$ cat src/rtl/dsa_pkg.sv
`default_nettype none
// ----------------------------------------------------------------------------
// Descriptor slot allocator package
// Widths, codes, item types and sequencer states shared by the allocator.
// ----------------------------------------------------------------------------
package dsa_pkg;

	localparam int MAX_SLOTS = 4096;
	localparam int ADDR_W    = $clog2(MAX_SLOTS);
	localparam int CNT_W     = $clog2(MAX_SLOTS + 1);

	localparam int ADDR_BITS = 64;
	localparam int IDX_W     = 12;
	localparam int STRIDE_W  = 11;
	localparam int CAP_W     = 13;
	localparam int MODE_W    = 2;
	localparam int STATUS_W  = 2;
	localparam int CFG_IDX_W = 2;

	localparam int DIV_BITS  = 5;
	localparam int DIV_STEPS = 13;
	localparam int WRK_W     = DIV_BITS * DIV_STEPS;
	localparam int STEP_W    = $clog2(DIV_STEPS);
	localparam int PROD_W    = ADDR_W + STRIDE_W;

	localparam logic [STRIDE_W-1:0] STRIDE_RESET = STRIDE_W'(32);
	localparam logic [CAP_W-1:0]    CAP_RESET    = CAP_W'(4096);

	localparam logic [MODE_W-1:0] MODE_ALLOC = 2'd0;
	localparam logic [MODE_W-1:0] MODE_FREE  = 2'd1;
	localparam logic [MODE_W-1:0] MODE_XLATE = 2'd2;

	localparam logic [STATUS_W-1:0] STATUS_OK       = 2'd0;
	localparam logic [STATUS_W-1:0] STATUS_FULL     = 2'd1;
	localparam logic [STATUS_W-1:0] STATUS_OVERFLOW = 2'd2;

	localparam logic [CFG_IDX_W-1:0] REG_CPU_BASE = 2'd0;
	localparam logic [CFG_IDX_W-1:0] REG_GPU_BASE = 2'd1;
	localparam logic [CFG_IDX_W-1:0] REG_STRIDE   = 2'd2;
	localparam logic [CFG_IDX_W-1:0] REG_CAPACITY = 2'd3;

	typedef struct packed {
		logic [MODE_W-1:0]    mode;
		logic [ADDR_BITS-1:0] cpu_address;
	} dsa_req_t;

	typedef struct packed {
		logic [ADDR_BITS-1:0] slot_cpu_address;
		logic [ADDR_BITS-1:0] slot_gpu_address;
		logic [IDX_W-1:0]     slot_index;
		logic [STATUS_W-1:0]  status;
	} dsa_rsp_t;

	typedef enum logic [3:0] {
		ST_IDLE,
		ST_SCALE,
		ST_BASE,
		ST_OFFSET,
		ST_DIVIDE,
		ST_PUSH,
		ST_ADJUST,
		ST_GPU,
		ST_FINISH
	} dsa_state_t;

endpackage
`default_nettype wire

$ cat src/rtl/dsa_div_step.sv
`default_nettype none
// ----------------------------------------------------------------------------
// Divider step
// Retires a few quotient bits of a restoring division by the slot stride.
// ----------------------------------------------------------------------------
module dsa_div_step import dsa_pkg::*; (
	input  wire logic [STRIDE_W-1:0] rem_in,
	input  wire logic [STRIDE_W-1:0] divisor,
	input  wire logic [DIV_BITS-1:0] chunk,
	output logic      [STRIDE_W-1:0] rem_out,
	output logic      [DIV_BITS-1:0] qbits
);

	always_comb begin
		logic [STRIDE_W:0]   t;
		logic [STRIDE_W-1:0] r;
		r     = rem_in;
		qbits = '0;
		for (int i = DIV_BITS - 1; i >= 0; i--) begin
			t = {r, chunk[i]};
			if (t >= {1'b0, divisor}) begin
				t        = t - {1'b0, divisor};
				qbits[i] = 1'b1;
			end
			r = t[STRIDE_W-1:0];
		end
		rem_out = r;
	end

endmodule
`default_nettype wire

$ cat config.mk
export PLATFORM = sky130hd
export DESIGN_NAME = dsa_div_step
export DESIGN_NICKNAME = d
export VERILOG_FILES = /design/src/rtl/dsa_pkg.sv /design/src/rtl/dsa_div_step.sv
export SDC_FILE = /design/constraint.sdc
export NUM_CORES = 1
export LEC_CHECK = 0
export BUFFER_PORTS_ARGS = -buffer_cell sky130_fd_sc_hd__buf_4
export CORE_MARGIN = 2
export CORE_UTILIZATION = 55
export DETAILED_ROUTE_END_ITERATION = 8
export GPL_TIMING_DRIVEN = 0
export PLACE_DENSITY = 0.77
export SLEW_MARGIN = 40
export SYNTH_ARGS = -nofsm -noshare
export SYNTH_HDL_FRONTEND = slang
export SYNTH_SLANG_ARGS = --single-unit
$ cat constraint.sdc
create_clock -name vclk -period 26.9
set_input_delay 5.38 -clock vclk [all_inputs]
set_output_delay 5.38 -clock vclk [all_outputs]
set_load 0.05 [all_outputs]
==> impl_results.md <==
* Area growth syn-to-layout at 13.1%
* Uppermost layer routed: met4
* CP peak stage delay at 0.46 ns
* Initial DRC Count at 200
* Vias in the first global route at 2977
* F_max at 44.6 MHz
* WS Path Type: in -> out
* GP Congestion at 0.897
* Routed len/inst at 14.8 µm
* Slowest cell on crit path: fa_1
* Slew headroom at 59.0%
* Final Hold Slack at 11.19 ns
* Status: completed
* GRT Overall Usage at 25.0%
* Min-Delay Path Class: in -> out
* Post-Layout Inst Area at 3570 µm²
* Worst Path Arrival at 17.06 ns
* Sequential fraction of the synthesis area at 0%
* Metal2 WL at 3.46 mm
* Row cnt at 27
* Startpoint types: input port
* # hold bufs at CTS at 0
* Die Area at 6370 µm²
* CLK BUF at 0
* Seq_cells at 0
* Hpwl dp at 6.56 mm
* I/O Pins at 43
* Initial Util at 57.0%
* Setup WS post-layout at 4.46 ns
* Post-Route M1 WL at 4.01 mm
* Hold depth at 4
* Share of cells above drive strength 1 at 20.6%
* Fin crit period at 22.44 ns
* Slew Limit Fails at 0
* Most common cell on crit path: o21ai_0
* Syn Std Cell Area at 3160 µm²
* Critical path depth in cells at 52
* Worst Path Buf+Inv at 8
* Worst slack, placed at 4.78 ns
* Final TNS setup at 0 ns
* DR WL met3 at 242 µm
* Final setup viols at 0
* Register area at 0 µm²
* Post-Route WL at 7.73 mm
* DRT Pass-1 Iters at 5
* RSZ-0062 raised after global routing: false
* Yosys cell types at 58
* Core footprint at 5540 µm²
* CP max FO at 10
* Postcts setup bufs at 0
* Crit end category: output port
* Vias per Instance at 5.91
* Commonest non-fill, non-tap cell in the layout: ha_1
* Resized cells post-CTS at 0
* Die H at 79.8 µm
* Synth warn at 0
* Initial antenna violation count at 0
* Total grt overflow at 0
* Antenna-violating nets left at 0
* Dpl cell area at 3570 µm²
* Largest net degree at the start of global routing at 11
* Syn_nets at 495
* DRC viols at 0
* Input/output buffers at 43
* First-pass GRT wire length at 13.3 mm
* Least-Margin Pin Slew at 0.609 ns
* Cells after Synth at 408
* Most frequent cells in the layout: ha_1, buf_4, nor2_1
* Final Hold Vio Count at 0
* Delay-heaviest family, CP: compound AO/OA/AOI/OAI gates
* Required time worst endpoint at 21.52 ns
* DR vias at 3093
* Diode count at 0
* Tcrit/Tclk final at 83.4%
* Die width at 79.8 µm
* # nets final at 540
* Mapped Avg Cell Area at 7.74 µm²
* Total of max-cap violations at 0
area by class of cell:
cell class | instances | area, µm²
well taps | 72 | 90.1
repair buffers | 43 | 323
fillers | 529 | 1970
inverters | 29 | 109
multi-input cells | 372 | 3000
plain buffers | 7 | 53.8
logic make-up (layout without fill, tap and decap cells):
family | Yosys count | in the layout | share of synthesized area (%)
AOI/OAI and AO/OA | 110 | 110 | 23.0
buffers and inverters | 36 | 79 | 5.15
muxes | 41 | 41 | 16.6
adders and majority gates | 60 | 60 | 25.0
xor gates and xnor gates | 34 | 34 | 9.43
and+or+nand+nor | 127 | 127 | 20.9
layer usage:
metal,global-route usage [%],vias to the layer above
met2,43.4,56
met3,0.113,2
met4,1.69,0
met1,36.3,1438
met5,0,-
li1,-,1597
per-stage QoR:
step | util, % | std cells
finish | 64.5 | 523
CTS | 64.5 | 523
floorplan | - | 408
detailed placement | 64.5 | 523
global placement | 64.5 | 523
global route | 64.5 | 523
synth_stat cells, types with 2 or more instances:
library cell  count  area (µm²)
a211oi_1          5        37.5
a21boi_0          3        22.5
a21o_1           13        97.6
a21oi_1          28         140
a31oi_1           3        18.8
and3_1            3        18.8
and3b_1           2        17.5
buf_2             4        20.0
buf_6             3        33.8
fa_1              5         100
ha_1             55         688
inv_1            28         105
mux2_2           20         225
mux2_4           15         225
mux2i_1           4        40.0
nand2_1          17        63.8
nand2b_1          7        43.8
nand3_1           8        40.0
nand4_1           8        50.1
nor2_1           39         146
nor2b_1          12        75.1
nor3_1           13        65.1
nor3b_1           4        30.0
o2111ai_1         2        17.5
o211ai_1          3        22.5
o21a_1            5        37.5
o21ai_0          25         125
o21ba_2           2        20.0
o21bai_1          2        15.0
o31a_1            4        35.0
o31ai_1           2        15.0
or3_1             6        37.5
xnor2_1          21         184
xor2_1           13         114
path summary, 6_finish.rpt:
| path | startpoint | endpoint | slack (ns) |
|---|---|---|---|
| setup / recovery | divisor[0] | rem_out[6] | 4.46 |
| hold / removal | chunk[0] | rem_out[0] | 11.19 |
Power is left out: the tool's default activity adds up to more than one toggle a clock period on the data nets, which glitch-free logic cannot reach.
